File: src/sv/mf3_pkg.sv
// ----------------------------------------------------------------------------
// mf3_pkg: shared types and constants of the 3x3 median filter
// Sizes, register codes, command codes and the item structs that travel
// between the front end, the column queue, the back end and the ports.
// ----------------------------------------------------------------------------
package mf3_pkg;

  localparam int MAX_WIDTH  = 1024;
  localparam int MAX_HEIGHT = 2048;

  // column counter indexes the line buffers; row counter holds up to height-1
  localparam int COL_W = $clog2(MAX_WIDTH);
  localparam int ROW_W = $clog2(MAX_HEIGHT);
  localparam int CW1   = COL_W + 1;
  localparam int RW1   = ROW_W + 1;

  // register field widths
  localparam int WIDTH_REG_W  = 11;
  localparam int HEIGHT_REG_W = 12;
  localparam int FLOOR_REG_W  = 8;
  localparam int CFG_DATA_W   = 12;
  localparam int CFG_INDEX_W  = 2;

  localparam logic [CFG_INDEX_W-1:0] REG_IMAGE_WIDTH  = 2'd0;
  localparam logic [CFG_INDEX_W-1:0] REG_IMAGE_HEIGHT = 2'd1;
  localparam logic [CFG_INDEX_W-1:0] REG_DARK_FLOOR   = 2'd2;

  localparam logic [WIDTH_REG_W-1:0]  IMAGE_WIDTH_RESET  = 11'd1024;
  localparam logic [HEIGHT_REG_W-1:0] IMAGE_HEIGHT_RESET = 12'd1024;
  localparam logic [FLOOR_REG_W-1:0]  DARK_FLOOR_RESET   = 8'd30;

  localparam logic CMD_PIXEL = 1'b0;
  localparam logic CMD_FLUSH = 1'b1;

  // small queues between the parts
  localparam int Q_DEPTH = 4;
  localparam int Q_AW    = $clog2(Q_DEPTH);

  typedef struct packed {
    logic       command;
    logic [7:0] pixel;
  } in_item_t;

  typedef struct packed {
    logic [7:0] median_value;
    logic       row_end;
    logic       frame_end;
    logic       last;
  } out_item_t;

  typedef struct packed {
    logic [WIDTH_REG_W-1:0]  image_width;
    logic [HEIGHT_REG_W-1:0] image_height;
    logic [FLOOR_REG_W-1:0]  dark_floor;
  } cfg_t;

  // one 3-pixel window column with its position flags
  typedef struct packed {
    logic [7:0] top;
    logic [7:0] mid;
    logic [7:0] bot;
    logic       first_col;
    logic       last_col;
    logic       frame_row;
  } col_item_t;

endpackage

File: src/sv/mf3_colq.sv
// ----------------------------------------------------------------------------
// mf3_colq: column queue between front end and back end
// Short first-in first-out store of window columns, one word in and one out.
// ----------------------------------------------------------------------------
module mf3_colq (
  input  logic               clk,
  input  logic               rst,
  input  logic               push,
  output logic               full,
  input  mf3_pkg::col_item_t wdata,
  input  logic               pop,
  output logic               empty,
  output mf3_pkg::col_item_t rdata
);

  mf3_pkg::col_item_t       slots [mf3_pkg::Q_DEPTH];
  logic [mf3_pkg::Q_AW-1:0] wr_ptr, rd_ptr;
  logic [mf3_pkg::Q_AW:0]   count;
  logic                     do_push, do_pop;

  assign full    = (count == (mf3_pkg::Q_AW+1)'(mf3_pkg::Q_DEPTH));
  assign empty   = (count == '0);
  assign do_push = push && !full;
  assign do_pop  = pop && !empty;
  assign rdata   = slots[rd_ptr];

  always_ff @(posedge clk) begin
    if (rst) begin
      wr_ptr <= '0;
      rd_ptr <= '0;
      count  <= '0;
    end else begin
      if (do_push) begin
        wr_ptr <= wr_ptr + mf3_pkg::Q_AW'(1);
      end
      if (do_pop) begin
        rd_ptr <= rd_ptr + mf3_pkg::Q_AW'(1);
      end
      count <= count + (mf3_pkg::Q_AW+1)'(do_push) - (mf3_pkg::Q_AW+1)'(do_pop);
    end
  end

  always_ff @(posedge clk) begin
    if (do_push) begin
      slots[wr_ptr] <= wdata;
    end
  end

endmodule

File: config.mk
export PLATFORM = sky130hd
export DESIGN_NAME = mf3_colq
export DESIGN_NICKNAME = d
export VERILOG_FILES = /design/src/sv/mf3_pkg.sv /design/src/sv/mf3_colq.sv
export SDC_FILE = /design/constraint.sdc
export NUM_CORES = 1
export LEC_CHECK = 0
export BUFFER_PORTS_ARGS = -buffer_cell sky130_fd_sc_hd__buf_4
export CAP_MARGIN = 40
export CORE_AREA = 2 2 109 111
export DETAILED_ROUTE_END_ITERATION = 6
export DIE_AREA = 0 0 111 113
export GPL_TIMING_DRIVEN = 0
export HOLD_SLACK_MARGIN = 0.12
export PLACE_DENSITY_LB_ADDON = 0.1
export SYNTH_ARGS = -nofsm -noshare
export SYNTH_HDL_FRONTEND = slang
export SYNTH_SLANG_ARGS = --single-unit
File: constraint.sdc
create_clock -name clk -period 5.1 [get_ports clk]
set_input_delay 0.255 -clock clk [delete_from_list [all_inputs] [get_ports clk]]
set_output_delay 0.255 -clock clk [all_outputs]
set_load 0.02 [all_outputs]
==> reports/results.tsv <==
stage	metric	value	unit
run_status	status	complete, no violations	
route	firstDrtPassIters	4	
sta	slew_headroom	47.7	%
route	ant_nets	0	
hold_path	min-delay-start	rst	
route	viasPerCell	4.74	
final_layout	final_cell_mix	edfxtp_1, buf_4, dlygate4sd3_1	
critical_path	crit_family	adder cells	
sta	slew_violations	0	
die	die_w	111	microns
global_routing	grt_pass1_vias	2329	
cts	cts.clk_slew.worst_paths	0.05	ns
synth	synth_top_area_share	73.3	%
critical_path	r2r-start	count[1]	
final_layout	final_common_cell	edfxtp_1	
cts	clock_latency	0.40	ns
global_routing	antenna_found_initial	0	
hold_path	hold_path_depth	2	
synth	synth_area_leaders	edfxtp_1, mux4_2, mux4_1	
die	die_area	12500	sq um
pwr	power_density	512	nW/um^2
sta	fin_skew	0.00819	ns
synth	synth_top_area_cell	edfxtp_1	
synth	avgSynthCellArea	23.0	sq um
die	start_util	39.3	%
cts	cts_resized	0	
critical_path	reg2reg_to	count[2]	
critical_path	start_kind	register	
place	gp_congestion	0.668	
critical_path	crit_type	reg2reg	
cts	postCtsSetupBuffers	0	
critical_path	required	5.38	ns
pwr	ir_worst_vdd	0.000192	V
place	port-buffer-count	58	
synth	synth_cells	192	
critical_path	max_stage_delay	0.46	ns
sta	tightest_slew	0.785	ns
flow_run	max_cap_viol_count	0	
synth	synth-seq-cells	117	
die	core_area	11300	sq um
die	die_h	113	microns
sta	timing.final.crit_share	45.9	%
final_layout	final_util	51.9	%
sta	tns	0	ns
global_routing	grt_max_degree	28	
sta	timing.fmax	427	MHz
sta	period_needed	2.34	ns
cts	cts_sinks	117	
critical_path	cp.arrival	2.62	ns
cts	cts_max_path_buffers	2	
final_layout	multi_input_area	907	sq um
hold_path	hold_path.class	in2reg	
die	row_count	39	
critical_path	cp_cell_sequence	nor3b_2 > nor2_1 > inv_1 > ha_1 > inv_1 > ha_1 > fa_1 > xnor2_1 > xnor2_1 > nor2_1	
hold_path	hold_end	rd_ptr[0]	
route	first_iter_violations	91	
final_layout	drive_gt1_share	38.2	%
synth	synth-edff-count	108	
global_routing	grt_pass1_wl	12400	microns
global_routing	track_usage	13.5	%
critical_path	crit_buf_inv	2	
sta	setup_violations	0	
synth	ys_types	25	
synth	synthArstFlopShare	0	%
global_routing	overflow	0	
final_layout	area_growth	32.3	%
synth	synth_flop_cell	edfxtp_1	
critical_path	startpoint	count[1]	
final_layout	nFillCells	915	
synth	syn-num-nets	230	
synth	yosys_warnings	0	
final_layout	num_antenna_cells	0	
final_layout	regArea	3420	sq um
synth	seq_area_frac_synth	77.4	%
route	vias	2143	
synth	netlist_area	4430	sq um
place	dpl.hpwl	4400	microns
critical_path	r2r_slack	2.76	ns
critical_path	endpoint_kind	register	
critical_path	ff2ff_path_depth	10	
critical_path	cp_slowest_cell	dfxtp_1	
final_layout	nNetsFinal	334	
cts	cts_max_level	4	
route	route.detailed.wl_per_inst	16.9	microns
cts	holdBufCountCts	27	
die	ios	60	
critical_path	worst-path-max-fanout	6	
cts	cts_buffers	17	
cts	cts_root_buffer	clkbuf_16	
route	drc	0	
sta	final_hold_viol_count	0	
pwr	p_leak	0.00208	uW
sta	rsz0062_at_grt	false	
route	drt_wl_total	7640	microns
cts	cts_tree	built	
## cell type report
class                   instances  share of cell area (%)
plain buffers                   7                    1.20
clock buffers                  27                    8.76
clock inverters                 5                   0.428
inverters                       8                   0.513
multi-input cells              60                    15.5
flip-flops and latches        117                    58.5
well taps                     143                    3.06
repair buffers                 85                    12.1
## synth_stat cells (2+ instances only)
library cell and number:
o21ai_0 2, dfxtp_1 9, a21oi_1 2, inv_1 8, edfxtp_1 108, ha_1 6
nand2b_1 2, or3_1 2, buf_2 3, mux4_1 7, and2_1 4, nor2b_1 2
nor2_1 4, mux4_2 20, buf_12 2, xnor2_1 2
## sequential cells by signal (all words and copies together), names as in the netlist, named ones only
register / count
slots: 108
rd_ptr: 2
wr_ptr: 2
count: 3
## power by group
part	internal, uW	switching [uW]
Sequential	1160	34.6
Combinational	373	375
Clock	680	374
## logic make-up after synthesis
| logic type | Yosys count | share of synthesized area [%] |
|---|---|---|
| flops | 117 | 77.4 |
| mux | 28 | 14.6 |
| simple gates | 17 | 2.35 |
| buf+inv | 15 | 2.26 |
| fa+ha+maj | 7 | 2.15 |
| compound gates | 5 | 0.735 |
| xor+xnor | 3 | 0.594 |
## per-stage QoR
step / hold slack (ns) / cells / setup slack [ns] / area, sq um / power, uW
after CTS: 0.212 / 452 / 2.72 / 5850 / 3040
after global placement: 0.457 / 393 / 2.53 / 5040 / 1960
after global routing: 0.230 / 452 / 2.56 / 5850 / 3140
after floorplan: 0.354 / 192 / 2.89 / 4430 / 1690
after detailed placement: 0.460 / 393 / 2.74 / 5040 / 1960
final: 0.223 / 452 / 2.76 / 5850 / 3000
## worst reg2reg max path, stage by stage, from the launching register on
cell,delay (ns)
dfxtp_1,0.46
nor3b_2,0.11
nor2_1,0.28
inv_1,0.09
ha_1,0.28
inv_1,0.04
ha_1,0.18
fa_1,0.39
xnor2_1,0.20
xnor2_1,0.14
nor2_1,0.05
## worst max path at each step
stage	end	slack [ns]	depth (start not counted)
after CTS	count[2]	2.72	10
after global placement	slots[0][1]	2.53	3
after detailed placement	count[2]	2.74	10
final	count[2]	2.76	10
after floorplan	count[2]	2.89	10
after global routing	count[2]	2.56	10
## layer usage
layer	global-route usage, %	share of wire (%)
met1	17.0	44
met2	21.4	50
met3	5.57	4.3
met4	4.50	1.0
met5	0	0
No activity file was read; power rests on OpenSTA's default activity.
