[src/sv/mf3_pkg.sv]
// ----------------------------------------------------------------------------
// mf3_pkg: shared types and constants of the 3x3 median filter
// Sizes, register codes, command codes and the item structs that travel
// between the front end, the column queue, the back end and the ports.
// ----------------------------------------------------------------------------
package mf3_pkg;

  localparam int MAX_WIDTH  = 1024;
  localparam int MAX_HEIGHT = 2048;

  // column counter indexes the line buffers; row counter holds up to height-1
  localparam int COL_W = $clog2(MAX_WIDTH);
  localparam int ROW_W = $clog2(MAX_HEIGHT);
  localparam int CW1   = COL_W + 1;
  localparam int RW1   = ROW_W + 1;

  // register field widths
  localparam int WIDTH_REG_W  = 11;
  localparam int HEIGHT_REG_W = 12;
  localparam int FLOOR_REG_W  = 8;
  localparam int CFG_DATA_W   = 12;
  localparam int CFG_INDEX_W  = 2;

  localparam logic [CFG_INDEX_W-1:0] REG_IMAGE_WIDTH  = 2'd0;
  localparam logic [CFG_INDEX_W-1:0] REG_IMAGE_HEIGHT = 2'd1;
  localparam logic [CFG_INDEX_W-1:0] REG_DARK_FLOOR   = 2'd2;

  localparam logic [WIDTH_REG_W-1:0]  IMAGE_WIDTH_RESET  = 11'd1024;
  localparam logic [HEIGHT_REG_W-1:0] IMAGE_HEIGHT_RESET = 12'd1024;
  localparam logic [FLOOR_REG_W-1:0]  DARK_FLOOR_RESET   = 8'd30;

  localparam logic CMD_PIXEL = 1'b0;
  localparam logic CMD_FLUSH = 1'b1;

  // small queues between the parts
  localparam int Q_DEPTH = 4;
  localparam int Q_AW    = $clog2(Q_DEPTH);

  typedef struct packed {
    logic       command;
    logic [7:0] pixel;
  } in_item_t;

  typedef struct packed {
    logic [7:0] median_value;
    logic       row_end;
    logic       frame_end;
    logic       last;
  } out_item_t;

  typedef struct packed {
    logic [WIDTH_REG_W-1:0]  image_width;
    logic [HEIGHT_REG_W-1:0] image_height;
    logic [FLOOR_REG_W-1:0]  dark_floor;
  } cfg_t;

  // one 3-pixel window column with its position flags
  typedef struct packed {
    logic [7:0] top;
    logic [7:0] mid;
    logic [7:0] bot;
    logic       first_col;
    logic       last_col;
    logic       frame_row;
  } col_item_t;

endpackage

[src/sv/mf3_back.sv]
// ----------------------------------------------------------------------------
// mf3_back: window and median pipeline
// Sorts each incoming column, keeps the two previous sorted columns and
// forms up to two floored medians per column in three stages.
// ----------------------------------------------------------------------------
module mf3_back (
  input  logic               clk,
  input  logic               rst,
  input  logic               col_empty,
  output logic               col_pop,
  input  mf3_pkg::col_item_t col_data,
  input  logic [7:0]         dark_floor,
  input  logic               out_room,
  output logic               out_push0,
  output logic               out_push1,
  output mf3_pkg::out_item_t out_data0,
  output mf3_pkg::out_item_t out_data1
);

  typedef struct packed {
    logic [7:0] lo;
    logic [7:0] md;
    logic [7:0] hi;
  } scol_t;

  typedef struct packed {
    logic [7:0] max_lo;
    logic [7:0] med_md;
    logic [7:0] min_hi;
  } stat_t;

  function automatic logic [7:0] max2(input logic [7:0] a, input logic [7:0] b);
    return (a > b) ? a : b;
  endfunction

  function automatic logic [7:0] min2(input logic [7:0] a, input logic [7:0] b);
    return (a < b) ? a : b;
  endfunction

  function automatic logic [7:0] med3(input logic [7:0] a, input logic [7:0] b,
                                      input logic [7:0] c);
    return max2(min2(a, b), min2(max2(a, b), c));
  endfunction

  function automatic scol_t sort3(input logic [7:0] a, input logic [7:0] b,
                                  input logic [7:0] c);
    scol_t s;
    s.lo = min2(min2(a, b), c);
    s.md = med3(a, b, c);
    s.hi = max2(max2(a, b), c);
    return s;
  endfunction

  // median of nine = median of (max of lows, median of mids, min of highs)
  function automatic stat_t stats(input scol_t a, input scol_t b, input scol_t c);
    stat_t s;
    s.max_lo = max2(max2(a.lo, b.lo), c.lo);
    s.med_md = med3(a.md, b.md, c.md);
    s.min_hi = min2(min2(a.hi, b.hi), c.hi);
    return s;
  endfunction

  function automatic logic [7:0] floored(input stat_t s, input logic [7:0] fl);
    logic [7:0] m;
    m = med3(s.max_lo, s.med_md, s.min_hi);
    return (m < fl) ? 8'd0 : m;
  endfunction

  logic  en;
  logic  b0_valid, b0_first, b0_last, b0_frame;
  scol_t b0_col, win_p1, win_p2, p1, p2;
  stat_t stat_a, stat_b;

  logic  b1_v0, b1_v1, b1_re0, b1_fe0, b1_last0, b1_fe1;
  stat_t b1_stat0, b1_stat1;

  logic               b2_v0, b2_v1;
  mf3_pkg::out_item_t b2_res0, b2_res1;

  // the whole pipe advances together; stall while results cannot be queued
  assign en      = !(b2_v0 || b2_v1) || out_room;
  assign col_pop = en && !col_empty;

  always_ff @(posedge clk) begin
    if (rst) begin
      b0_valid <= 1'b0;
      b1_v0    <= 1'b0;
      b1_v1    <= 1'b0;
      b2_v0    <= 1'b0;
      b2_v1    <= 1'b0;
    end else if (en) begin
      b0_valid <= !col_empty;
      b1_v0    <= b0_valid && (!b0_first || b0_last);
      b1_v1    <= b0_valid && !b0_first && b0_last;
      b2_v0    <= b1_v0;
      b2_v1    <= b1_v1;
    end
  end

  always_ff @(posedge clk) begin
    if (en) begin
      b0_col   <= sort3(col_data.top, col_data.mid, col_data.bot);
      b0_first <= col_data.first_col;
      b0_last  <= col_data.last_col;
      b0_frame <= col_data.frame_row;
    end
  end

  // at the first column the window is the column itself
  assign p2     = b0_first ? b0_col : win_p2;
  assign p1     = b0_first ? b0_col : win_p1;
  assign stat_a = stats(p2, p1, b0_col);
  assign stat_b = stats(p1, b0_col, b0_col);

  always_ff @(posedge clk) begin
    if (rst) begin
      win_p1 <= '0;
      win_p2 <= '0;
    end else if (en && b0_valid) begin
      win_p2 <= p1;
      win_p1 <= b0_col;
    end
  end

  always_ff @(posedge clk) begin
    if (en) begin
      b1_stat0 <= stat_a;
      b1_stat1 <= stat_b;
      b1_re0   <= b0_first;
      b1_fe0   <= b0_first && b0_frame;
      b1_last0 <= b0_first || !b0_last;
      b1_fe1   <= b0_frame;
    end
  end

  always_ff @(posedge clk) begin
    if (en) begin
      b2_res0.median_value <= floored(b1_stat0, dark_floor);
      b2_res0.row_end      <= b1_re0;
      b2_res0.frame_end    <= b1_fe0;
      b2_res0.last         <= b1_last0;
      b2_res1.median_value <= floored(b1_stat1, dark_floor);
      b2_res1.row_end      <= 1'b1;
      b2_res1.frame_end    <= b1_fe1;
      b2_res1.last         <= 1'b1;
    end
  end

  assign out_push0 = en && b2_v0;
  assign out_push1 = en && b2_v1;
  assign out_data0 = b2_res0;
  assign out_data1 = b2_res1;

endmodule

[config.mk]
export PLATFORM = sky130hd
export DESIGN_NAME = mf3_back
export DESIGN_NICKNAME = d
export VERILOG_FILES = /design/src/sv/mf3_pkg.sv /design/src/sv/mf3_back.sv
export SDC_FILE = /design/constraint.sdc
export NUM_CORES = 1
export LEC_CHECK = 0
export BUFFER_PORTS_ARGS = -buffer_cell sky130_fd_sc_hd__buf_4
export CELL_PAD_IN_SITES_DETAIL_PLACEMENT = 2
export CELL_PAD_IN_SITES_GLOBAL_PLACEMENT = 2
export CORE_MARGIN = 2
export CORE_UTILIZATION = 35
export DETAILED_ROUTE_END_ITERATION = 10
export HOLD_SLACK_MARGIN = 0.15
export PLACE_DENSITY = 0.84
export SETUP_SLACK_MARGIN = 0.2
export SYNTH_ARGS = -nofsm -noshare
export SYNTH_HDL_FRONTEND = slang
export SYNTH_SLANG_ARGS = --single-unit
export TNS_END_PERCENT = 1
[constraint.sdc]
create_clock -name clk -period 15.9 [get_ports clk]
set_clock_uncertainty 0.1 [all_clocks]
set_input_delay 3.18 -clock clk [delete_from_list [all_inputs] [get_ports clk]]
set_output_delay 3.18 -clock clk [all_outputs]
set_load 0.03 [all_outputs]
==> results.yml <==
synthesis:
  synth_compound_area_share_pct: 18.4
  synth_common_cells: "ha_1 (197), inv_1 (160), a21oi_1 (139)"
  async_reset_ff_share_pct: 0
  avgSynthCellArea_um2: 9.01
  yosysMostFrequentCell: "ha_1"
  ys_seq_area_share_pct: 31.1
  yosysTopAreaCell: "edfxtp_1"
  synth_flop_cell: "edfxtp_1"
  synthTopCellsByArea: "edfxtp_1 (23%), ha_1 (19%), dfxtp_1 (8.2%), mux2i_1 (7.8%), a21oi_1 (5.4%)"
  syn_inst: 1438
  synth.area.mux_share_pct: 13.4
  synth_top_family_by_area: "adder cells"
  yosysWarnings: 0
  yosys.area_share.simple_pct: 11.7
  synth.distinct_cells: 62
  syn_area_um2: 13000
  synth_seq_cells: 152
  synth_edf_count: 99
  synth_adder_area_share_pct: 19.0
  synth-xor-area-share_pct: 0
  synth_top_area_share_pct: 22.9
cts:
  cts_tree: "done"
  clock_sinks: 152
  clk_pin_slew_ns: 0.07
  clockRootBuffer: "clkbuf_16"
  cts_resized: 0
  clock_path_buffers: 2
  cts_hold_buf: 0
  cts_buffers: 17
  cts_setup_buffers: 0
  clock_latency_ns: 0.45
  cts.htree.levels: 4
final_layout:
  regArea_um2: 4030
  fill_cells: 3987
  fin_nets: 1715
  drive_above_1_share_pct: 11.5
  syn_to_final_growth_pct: 11.5
  n_antenna_cell: 0
  multi_input_area_um2: 8120
critical_path:
  cp.required_ns: 15.96
  worst_ep_arrival_time_ns: 8.90
  cp-end-kind: "flop"
  crit_path_start_kind: "input pin"
  path_max_fanout: 17
  crit_type: "input pin to flop"
place:
  port_buffers: 61
  gp_congestion: 0.841
  dp_hpwl_mm: 32.3
timing:
  final-hold-violation-count: 0
  post-route-period-util_pct: 55.6
  tns_ns: 0
  fin_crit_ns: 8.84
  finalMaxSlewViolations: 0
  clock.fmax_ghz: 0.113
  maxSlewHeadroom_pct: 23.8
  final-setup-viol-count: 0
  worst_pin_slew_ns: 1.14
  rsz0062_at_grt: "no"
drt:
  via_per_inst: 5.59
  drc: 0
  drtPass1Iterations: 4
  wl_per_cell_um: 21.5
  wl_mm: 42.2
  ant_nets: 0
  drtIter0Drc: 498
  vias: 10951
die:
  io_pins: 64
  coreArea_um2: 36500
  rows: 70
  die_w_um: 196
  dieHeight_um: 196
  die_area_um2: 38600
  initial_core_util_pct: 35.5
grt:
  grt_pass1_wl_mm: 67.4
  gr-usage-all-layers_pct: 22.3
  antenna_found_initial: 0
  gr-total-overflow: 0
  grt_max_degree: 74
  grt_pass1_vias: 12346
job:
  maxCapViolations: 0
outcome:
  status: "completed"
min_path:
  hp-class: "flop to flop"
## worst max-delay path, stage by stage
cell      delay (ns)
buf_4           0.09
inv_1           0.04
ha_1            0.29
nor2b_4         0.14
o211ai_2        0.08
a21oi_1         0.15
a211o_1         0.40
o21a_1          0.41
mux2_2          0.42
ha_1            0.31
nor2b_1         0.14
o21ai_0         0.11
nand2b_1        0.12
a21oi_1         0.08
o21ai_1         0.79
nand2_1         0.11
o21ai_1         0.17
ha_1            0.29
nor2b_1         0.14
o21a_1          0.16
o21ai_0         0.16
nand2b_1        0.08
a21oi_1         0.14
o21ai_0         0.11
o21ai_1         0.54
mux2i_1         0.23
## layer usage
metal	track usage (%)	vias to the layer above	routed length, um	share of wire [%]
met5	0	-	0	0
met4	8.81	0	1490	3.5
li1	-	5243	-	-
met2	40.8	163	21200	50
met1	26.3	5473	18300	43
met3	3.13	72	1130	2.7
## sequential cells by signal, summed over array words and instances (netlist names), 9 cells and up
register	cells
win_p2	24
out_data1	9
out_data0	11
win_p1	24
b0_col	24
b1_stat0	24
b1_stat1	24
## cell families after synthesis
logic type,count (synthesis)
mux,164
simple gates,333
buf+inv,211
other cells,1
compound gates,380
flops,152
fa+ha+maj,197
## cells in the final DEF, fill, tap and decap left out, types with 49 or more instances in the layout
cell type,n
dfxtp_1,53
a21oi_1,139
ha_1,197
o21ai_0,49
buf_4,70
nor2_1,97
edfxtp_1,99
nand2_1,124
inv_1,160
mux2i_1,101
mux2_2,53
## worst paths after layout
check | slack, ns | cells past startpoint | from | end
worst max-delay path | 7.06 | 26 | col_data[12] | b0_col[15]$_DFFE_PN_
worst min-delay path | 0.33 | 0 | b1_re0$_DFFE_PN_ | out_data0[2]$_DFFE_PN_
worst min register to register | 0.33 | 0 | b1_re0$_DFFE_PN_ | out_data0[2]$_DFFE_PN_
worst max register to register | 8.06 | 24 | b1_stat0[15]$_DFFE_PN_ | out_data0[7]$_SDFFCE_PN0N_
## metrics by stage
step,std cells,instance area [um^2],hold WS [ns],utilization [%],worst slack [ns]
floorplan,1439,13000,0.300,-,7.85
global placement,1928,13900,0.303,38.0,7.08
detailed placement,1928,13900,0.313,38.0,6.61
CTS,1960,14400,0.329,39.5,7.03
global route,1960,14400,0.334,39.5,6.69
finish,1960,14400,0.326,39.5,7.06
## area by class of cell
type / instances / share of cell area (%)
multi-input cells: 1076 / 56.2
flip-flops and latches: 152 / 27.9
inverters: 162 / 4.23
well taps: 468 / 4.05
repair buffers: 70 / 3.64
clock buffers: 21 / 3.20
clock inverters: 11 / 0.771
Power is left out: the tool's default activity adds up to more than one toggle a clock period on the data nets, which glitch-free logic cannot reach.
