[src/sv/mf3_pkg.sv]
// ----------------------------------------------------------------------------
// mf3_pkg: shared types and constants of the 3x3 median filter
// Sizes, register codes, command codes and the item structs that travel
// between the front end, the column queue, the back end and the ports.
// ----------------------------------------------------------------------------
package mf3_pkg;

  localparam int MAX_WIDTH  = 1024;
  localparam int MAX_HEIGHT = 2048;

  // column counter indexes the line buffers; row counter holds up to height-1
  localparam int COL_W = $clog2(MAX_WIDTH);
  localparam int ROW_W = $clog2(MAX_HEIGHT);
  localparam int CW1   = COL_W + 1;
  localparam int RW1   = ROW_W + 1;

  // register field widths
  localparam int WIDTH_REG_W  = 11;
  localparam int HEIGHT_REG_W = 12;
  localparam int FLOOR_REG_W  = 8;
  localparam int CFG_DATA_W   = 12;
  localparam int CFG_INDEX_W  = 2;

  localparam logic [CFG_INDEX_W-1:0] REG_IMAGE_WIDTH  = 2'd0;
  localparam logic [CFG_INDEX_W-1:0] REG_IMAGE_HEIGHT = 2'd1;
  localparam logic [CFG_INDEX_W-1:0] REG_DARK_FLOOR   = 2'd2;

  localparam logic [WIDTH_REG_W-1:0]  IMAGE_WIDTH_RESET  = 11'd1024;
  localparam logic [HEIGHT_REG_W-1:0] IMAGE_HEIGHT_RESET = 12'd1024;
  localparam logic [FLOOR_REG_W-1:0]  DARK_FLOOR_RESET   = 8'd30;

  localparam logic CMD_PIXEL = 1'b0;
  localparam logic CMD_FLUSH = 1'b1;

  // small queues between the parts
  localparam int Q_DEPTH = 4;
  localparam int Q_AW    = $clog2(Q_DEPTH);

  typedef struct packed {
    logic       command;
    logic [7:0] pixel;
  } in_item_t;

  typedef struct packed {
    logic [7:0] median_value;
    logic       row_end;
    logic       frame_end;
    logic       last;
  } out_item_t;

  typedef struct packed {
    logic [WIDTH_REG_W-1:0]  image_width;
    logic [HEIGHT_REG_W-1:0] image_height;
    logic [FLOOR_REG_W-1:0]  dark_floor;
  } cfg_t;

  // one 3-pixel window column with its position flags
  typedef struct packed {
    logic [7:0] top;
    logic [7:0] mid;
    logic [7:0] bot;
    logic       first_col;
    logic       last_col;
    logic       frame_row;
  } col_item_t;

endpackage

[src/sv/mf3_outq.sv]
// ----------------------------------------------------------------------------
// mf3_outq: result queue
// Takes up to two result words a cycle and shows the oldest on the output.
// ----------------------------------------------------------------------------
module mf3_outq (
  input  logic               clk,
  input  logic               rst,
  input  logic               push0,
  input  logic               push1,
  input  mf3_pkg::out_item_t data0,
  input  mf3_pkg::out_item_t data1,
  output logic               room,
  input  logic               pop,
  output logic               empty,
  output mf3_pkg::out_item_t head
);

  mf3_pkg::out_item_t       slots [mf3_pkg::Q_DEPTH];
  logic [mf3_pkg::Q_AW-1:0] wr_ptr, rd_ptr, wr_ptr1;
  logic [mf3_pkg::Q_AW:0]   count;
  logic                     do_pop;

  // room for two more words
  assign room    = (count <= (mf3_pkg::Q_AW+1)'(mf3_pkg::Q_DEPTH - 2));
  assign empty   = (count == '0);
  assign do_pop  = pop && !empty;
  assign head    = slots[rd_ptr];
  assign wr_ptr1 = wr_ptr + mf3_pkg::Q_AW'(1);

  always_ff @(posedge clk) begin
    if (rst) begin
      wr_ptr <= '0;
      rd_ptr <= '0;
      count  <= '0;
    end else begin
      if (push0 && push1) begin
        wr_ptr <= wr_ptr + mf3_pkg::Q_AW'(2);
      end else if (push0) begin
        wr_ptr <= wr_ptr1;
      end
      if (do_pop) begin
        rd_ptr <= rd_ptr + mf3_pkg::Q_AW'(1);
      end
      count <= count + (mf3_pkg::Q_AW+1)'(push0) + (mf3_pkg::Q_AW+1)'(push1)
             - (mf3_pkg::Q_AW+1)'(do_pop);
    end
  end

  always_ff @(posedge clk) begin
    if (push0) begin
      slots[wr_ptr] <= data0;
    end
    if (push1) begin
      slots[wr_ptr1] <= data1;
    end
  end

endmodule

[config.mk]
export PLATFORM = sky130hd
export DESIGN_NAME = mf3_outq
export DESIGN_NICKNAME = d
export VERILOG_FILES = /design/src/sv/mf3_pkg.sv /design/src/sv/mf3_outq.sv
export SDC_FILE = /design/constraint.sdc
export NUM_CORES = 1
export LEC_CHECK = 0
export BUFFER_PORTS_ARGS = -buffer_cell sky130_fd_sc_hd__buf_2
export CORE_MARGIN = 2
export CORE_UTILIZATION = 30
export DETAILED_ROUTE_END_ITERATION = 7
export HOLD_SLACK_MARGIN = 0.06
export PLACE_DENSITY = 0.57
export SETUP_SLACK_MARGIN = 0.15
export SKIP_LAST_GASP = 1
export SYNTH_ARGS = -nofsm -noshare
export SYNTH_HDL_FRONTEND = slang
export SYNTH_SLANG_ARGS = --single-unit
[constraint.sdc]
create_clock -name clk -period 3.95 [get_ports clk]
set_clock_uncertainty 0.2 [all_clocks]
set_input_delay 0.79 -clock clk [delete_from_list [all_inputs] [get_ports clk]]
set_output_delay 0.79 -clock clk [all_outputs]
set_load 0.05 [all_outputs]
==> results.json, run 1 <==
{
  "die_width_um": 97.2,
  "synthesis.nets": 199,
  "route.final.wire_length_um": 5180,
  "power_frac_clock": 0.189,
  "final_nets": 242,
  "synth_seq_area_share": 0.577,
  "cts_resized": 0,
  "fin_hold_ws_ps": 306,
  "die_h_um": 97.2,
  "power.density_nw_per_um2": 535,
  "finalWeightedCongestion": 0.713,
  "cts_sinks": 53,
  "data_arrival_at_the_endpoint_of_the_critical_path_ps": 2000,
  "via_count_of_the_first_global_routing_pass": 1530,
  "cts.repair_timing.setup_buffer_count": 0,
  "n_fill_cell": 800,
  "std_cell_rows": 33,
  "drv_cap": 0,
  "holdCritStartpoint": "rd_ptr[1]$_SDFFE_PP0P_",
  "syn2layout_area_growth_pct": 15.1,
  "ys_dominant_reg_cell": "sky130_fd_sc_hd__edfxtp_1",
  "viasPerCell": 4.65,
  "post-route-period-util": 0.758,
  "syn-instance-count": 164,
  "final-max-slew-violation-count": 0,
  "yosys_warnings": 0,
  "worstPathMaxFanout": 11,
  "final.min_clock_period_ps": 2990,
  "mostFrequentLayoutCells": "44 x sky130_fd_sc_hd__mux2_2, 44 x sky130_fd_sc_hd__edfxtp_1, 39 x sky130_fd_sc_hd__buf_2",
  "avg_cell_area_syn_um2": 15.9,
  "grt_util_all_layers": 0.115,
  "antenna_found_initial": 0,
  "netSwitchingPower_uw": 588,
  "grt_setup_unrepaired": "no",
  "cts_buffers": 5,
  "syn-cell-area_um2": 2600,
  "critical-path-max-stage-delay_ps": 870,
  "ios": 40,
  "slew_at_the_pin_closest_to_its_max_slew_limit_ps": 827,
  "htreeDepth": 2,
  "timing.critical_path.to_type": "output pin",
  "final-setup-viol-count": 0,
  "min_path_type": "flip-flop to flip-flop",
  "num_antenna_cells": 0,
  "clk_path_buf_depth": 2,
  "setup_total_negative_slack_ps": 0,
  "cts_hold_buf": 0,
  "leakagePower_nw": 1.11,
  "worst_ep_required_time_ps": 2960,
  "fp.coreArea_um2": 8300,
  "timing.critical_path.slowest_stage_cell": "sky130_fd_sc_hd__dfxtp_1",
  "ctsRootBufferMaster": "sky130_fd_sc_hd__clkbuf_8",
  "initialDrtViolationCount": 75,
  "pin_count_of_the_biggest_net_entering_global_routing": 17,
  "area_post_placement_um2": 2910,
  "setup.worst_path.class": "flip-flop to output pin",
  "seq_power_share": 0.467,
  "crit_path_start_kind": "flip-flop",
  "fraction_of_final_layout_cells_with_drive_strength_greater_than_1": 0.500,
  "async_reset_ff_frac": 0,
  "clk_pin_slew_ps": 90,
  "drt_pre_antenna_iters": 4,
  "comb_power_share": 0.343,
  "status": "completed",
  "worstSkewPairLatency_ps": 300,
  "vdd_drop_max_uv": 297,
  "edff_count_synth": 44,
  "via_count": 1456,
  "crit-reg2reg-launch": "count[0]$_SDFF_PP0_",
  "timing.critical_path.cells": "mux4_2, buf_2",
  "maxSlewHeadroom": 0.448,
  "floorplan.die_area_um2": 9440,
  "starting_density_of_the_core": 0.314,
  "final_area_um2": 3000,
  "finalHoldViolCount": 0,
  "power_report.internal_total_mw": 1.01,
  "global_route.overflow_total": 0,
  "fmax_mhz": 334,
  "wire_per_inst_um": 16.6,
  "io_buffer_count": 39,
  "postSynthRegisterBits": 53,
  "wire_length_of_the_first_global_routing_pass_um": 8130,
  "swShare": 0.367,
  "synth_cell_types": 22,
  "drc": 0,
  "tritoncts": "built",
  "postRouteAntennaNets": 0,
  "hpwlAfterDp_um": 3460
}
## worst max-delay path, delay by kind of cell, from the launching register on
| family | cells | cell delay, ps |
|---|---|---|
| buffers and inverters | 1 | 230 |
| DFF | 1 | 870 |
| muxes | 1 | 600 |
## through the flow
stage                     power, mW  std cells  setup WS (ps)   util
after floorplan                1.19        164           1460      -
after global placement         1.32        305           1230  0.351
after detailed placement       1.33        305           1210  0.351
after CTS                      1.63        313            864  0.361
after global routing           1.70        313            799  0.361
final                          1.60        313            956  0.361
## power by group through the flow
stage          Sequential, mW  Combinational, mW  Clock, mW
6_report                0.749              0.550      0.303
3_5_place_dp            0.768              0.557          0
5_1_grt                 0.764              0.596      0.336
3_3_place_gp            0.766              0.551          0
2_1_floorplan           0.717              0.475          0
4_1_cts                 0.755              0.559      0.314
## area by class of cell
class                           count  area [µm²]  area share
Tap cell                          105         131      0.0438
Clock buffer                        6        72.6      0.0242
Multi-Input combinational cell     97        1030       0.344
Inverter                            8        30.0      0.0100
Timing Repair Buffer               42         218      0.0727
Sequential cell                    53        1500       0.501
Clock inverter                      2        13.8     0.00459
## logic make-up (layout without fill, tap and decap cells)
kind of cell               Yosys count  after routing  synth area share
AOI/OAI and AO/OA                    7              7            0.0163
xor gates and xnor gates             3              3            0.0101
adders and majority gates            8              8            0.0442
buffers and inverters               14             58            0.0279
DFF                                 53             53             0.577
muxes                               55             55             0.285
and+or+nand+nor                     24             24            0.0394
## cells in the mapped netlist (5+ instances only)
library cell,instances,area [µm²]
sky130_fd_sc_hd__mux2_2,44,495
sky130_fd_sc_hd__dfxtp_1,9,180
sky130_fd_sc_hd__nor2_1,5,18.8
sky130_fd_sc_hd__edfxtp_1,44,1320
sky130_fd_sc_hd__inv_1,8,30.0
sky130_fd_sc_hd__mux4_2,11,248
sky130_fd_sc_hd__ha_1,6,75.1
sky130_fd_sc_hd__nand2_1,14,52.6
sky130_fd_sc_hd__buf_4,5,37.5
## flip-flops by register name (all words and copies together) (netlist names), named ones only
name / flops
wr_ptr: 2
count: 3
rd_ptr: 2
slots: 44
## metal layers
metal,GRT usage,vias up,share of wire,wire (µm)
met1,0.142,709,0.44,2260
li1,-,707,-,-
met4,0.0423,0,0.015,80
met3,0.0374,8,0.052,272
met2,0.188,32,0.50,2570
met5,0,-,0,0
## worst paths after layout
check	cells past startpoint	endpoint	slack (ps)
setup reg to reg	8	count[2]$_SDFF_PP0_	1530
setup / recovery	2	head[0]	960
hold / removal	2	rd_ptr[1]$_SDFFE_PP0P_	310
hold reg to reg	2	rd_ptr[1]$_SDFFE_PP0P_	310
Power figures use the tool's default switching activity.
==> inputs of run 2 (changes only) <==
PLACE_DENSITY = 0.58   (was 0.57)
clock period = 2.5 ns   (was 3.95 ns; I/O delays follow)
==> run 2 against run 1 <==
Global-route usage barely moved. Sequential share of layout area fell by 1.4 points. Highest routed layer unchanged. Flip-flop and latch count did not move. Largest cell class unchanged.
==> results.json, run 2 (synthesized netlist as in run 1, its figures left out) <==
{
  "worst_ep_required_time_ps": 1800,
  "power.total_mw": 2.61,
  "setup_total_negative_slack_ps": 0,
  "floorplan.die_area_um2": 9440,
  "drt_pre_antenna_iters": 4,
  "critical-path-max-stage-delay_ps": 530,
  "die_h_um": 97.2,
  "area_post_placement_um2": 2960,
  "htreeDepth": 2,
  "maxSlewHeadroom": 0.765,
  "min_path_type": "input pin to flip-flop",
  "global_route.overflow_total": 0,
  "route.final.wire_length_um": 5160,
  "grt_setup_unrepaired": "yes",
  "biggestRegsByFlops": "slots x44, count x3",
  "initialDrtViolationCount": 121,
  "ios": 40,
  "post-route-period-util": 0.907,
  "finalHoldViolCount": 0,
  "grt_util_all_layers": 0.115,
  "setup.worst_path.class": "flip-flop to output pin",
  "finalWeightedCongestion": 0.745,
  "viasPerCell": 4.67,
  "syn2layout_area_growth_pct": 18.6,
  "worst_slack_placed_ps": 85.9,
  "leakagePower_nw": 1.15,
  "clk_path_buf_depth": 2,
  "via_count": 1495,
  "io_buffer_count": 39,
  "via_count_of_the_first_global_routing_pass": 1595,
  "timing.critical_path.to_type": "output pin",
  "vdd_drop_max_uv": 583,
  "timing.critical_path.slowest_stage_cell": "sky130_fd_sc_hd__mux4_2",
  "cts_hold_buf": 0,
  "die_width_um": 97.2,
  "post-route-worst-setup-slack_ps": 232,
  "final_nets": 249,
  "largest_reg_flops": 44,
  "status": "completed",
  "mostFrequentLayoutCells": "44 x sky130_fd_sc_hd__mux2_2, 44 x sky130_fd_sc_hd__edfxtp_1, 34 x sky130_fd_sc_hd__buf_2",
  "power.density_nw_per_um2": 844,
  "crit_path_start_kind": "flip-flop",
  "multiInputGateArea_um2": 1040,
  "final.min_clock_period_ps": 2270,
  "worstSkewPairLatency_ps": 300,
  "drc": 0,
  "clk_pin_slew_ps": 90,
  "slew_at_the_pin_closest_to_its_max_slew_limit_ps": 352,
  "starting_density_of_the_core": 0.314,
  "fraction_of_final_layout_cells_with_drive_strength_greater_than_1": 0.526,
  "fmax_mhz": 441,
  "sequential_cell_area_um2": 1500,
  "drv_cap": 0,
  "tritoncts": "built",
  "timing.critical_path.cells": "buf_12, mux4_2, buf_4",
  "largest_register": "slots",
  "cts_sinks": 53,
  "antenna_found_initial": 0,
  "wire_per_inst_um": 16.1,
  "postRouteAntennaNets": 0,
  "cts_buffers": 5,
  "n_fill_cell": 807,
  "final-setup-viol-count": 0,
  "worstPathMaxFanout": 11,
  "final_area_um2": 3090,
  "final-max-slew-violation-count": 0,
  "hpwlAfterDp_um": 3500,
  "std_cell_rows": 33,
  "ctsRootBufferMaster": "sky130_fd_sc_hd__clkbuf_8",
  "data_arrival_at_the_endpoint_of_the_critical_path_ps": 1570,
  "num_antenna_cells": 0,
  "pin_count_of_the_biggest_net_entering_global_routing": 16,
  "wire_length_of_the_first_global_routing_pass_um": 8320,
  "fp.coreArea_um2": 8300
}
[run 2: cell count changes in the layout (fill, tap and decap cells not counted)]
cell / previous run / this run
sky130_fd_sc_hd__clkbuf_1: 1 / 2
sky130_fd_sc_hd__clkinv_2: 1 / 0
sky130_fd_sc_hd__o31ai_1: 1 / 0
sky130_fd_sc_hd__buf_4: 3 / 14
sky130_fd_sc_hd__dfxtp_1: 9 / 7
sky130_fd_sc_hd__buf_2: 39 / 34
sky130_fd_sc_hd__dfxtp_2: 0 / 2
sky130_fd_sc_hd__o31ai_4: 0 / 1
sky130_fd_sc_hd__clkinvlp_4: 0 / 1
sky130_fd_sc_hd__inv_6: 1 / 0
sky130_fd_sc_hd__buf_12: 0 / 1
[run 2: final timing paths]
check,cells past startpoint,slack [ps],end,start
setup / recovery,3,230,head[4],flip-flop
hold / removal,2,250,count[1]$_SDFF_PP0_,rst
setup reg to reg,8,250,count[2]$_SDFF_PP0_,count[1]$_SDFF_PP0_
hold reg to reg,2,300,rd_ptr[1]$_SDFFE_PP0P_,rd_ptr[1]$_SDFFE_PP0P_
[run 2: critical path: cells and delay by family, from the launching register on]
| family | cells | cell delay [ps] |
|---|---|---|
| flops | 1 | 360 |
| mux | 1 | 530 |
| buf+inv | 2 | 380 |
[run 2: per-layer routing]
| layer | global-route usage | vias up | share of wire |
|---|---|---|---|
| li1 | - | 719 | - |
| met1 | 0.150 | 740 | 0.46 |
| met2 | 0.185 | 34 | 0.48 |
| met3 | 0.0338 | 2 | 0.056 |
| met4 | 0.0325 | 0 | 0.0060 |
| met5 | 0 | - | 0 |
[run 2: power by group]
group / leakage, nW / internal (mW) / switching [mW] / total (mW)
sequential: 0.487 / 1.08 / 0.0561 / 1.13
combinational: 0.624 / 0.391 / 0.617 / 1.01
clock: 0.0385 / 0.199 / 0.264 / 0.463
[run 2: through the flow]
step	cells	hold WS, ps	util
finish	320	255	0.372
detailed placement	312	291	0.357
CTS	320	255	0.368
floorplan	164	252	-
global placement	312	280	0.357
global route	320	259	0.372
[run 2: area by class of cell]
| class | instances | share of cell area |
|---|---|---|
| Clock inverter | 1 | 0.00243 |
| Timing Repair Buffer | 49 | 0.0956 |
| Sequential cell | 53 | 0.487 |
| Clock buffer | 7 | 0.0247 |
| Inverter | 8 | 0.00972 |
| Multi-Input combinational cell | 97 | 0.338 |
| Tap cell | 105 | 0.0425 |
[run 2: timing repair]
item,CTS,global route
hold endpoints to repair,0,0
buffers inserted,0,0
pin swaps,0,1
endpoints found under the setup margin,11,12
resized for setup,2,15
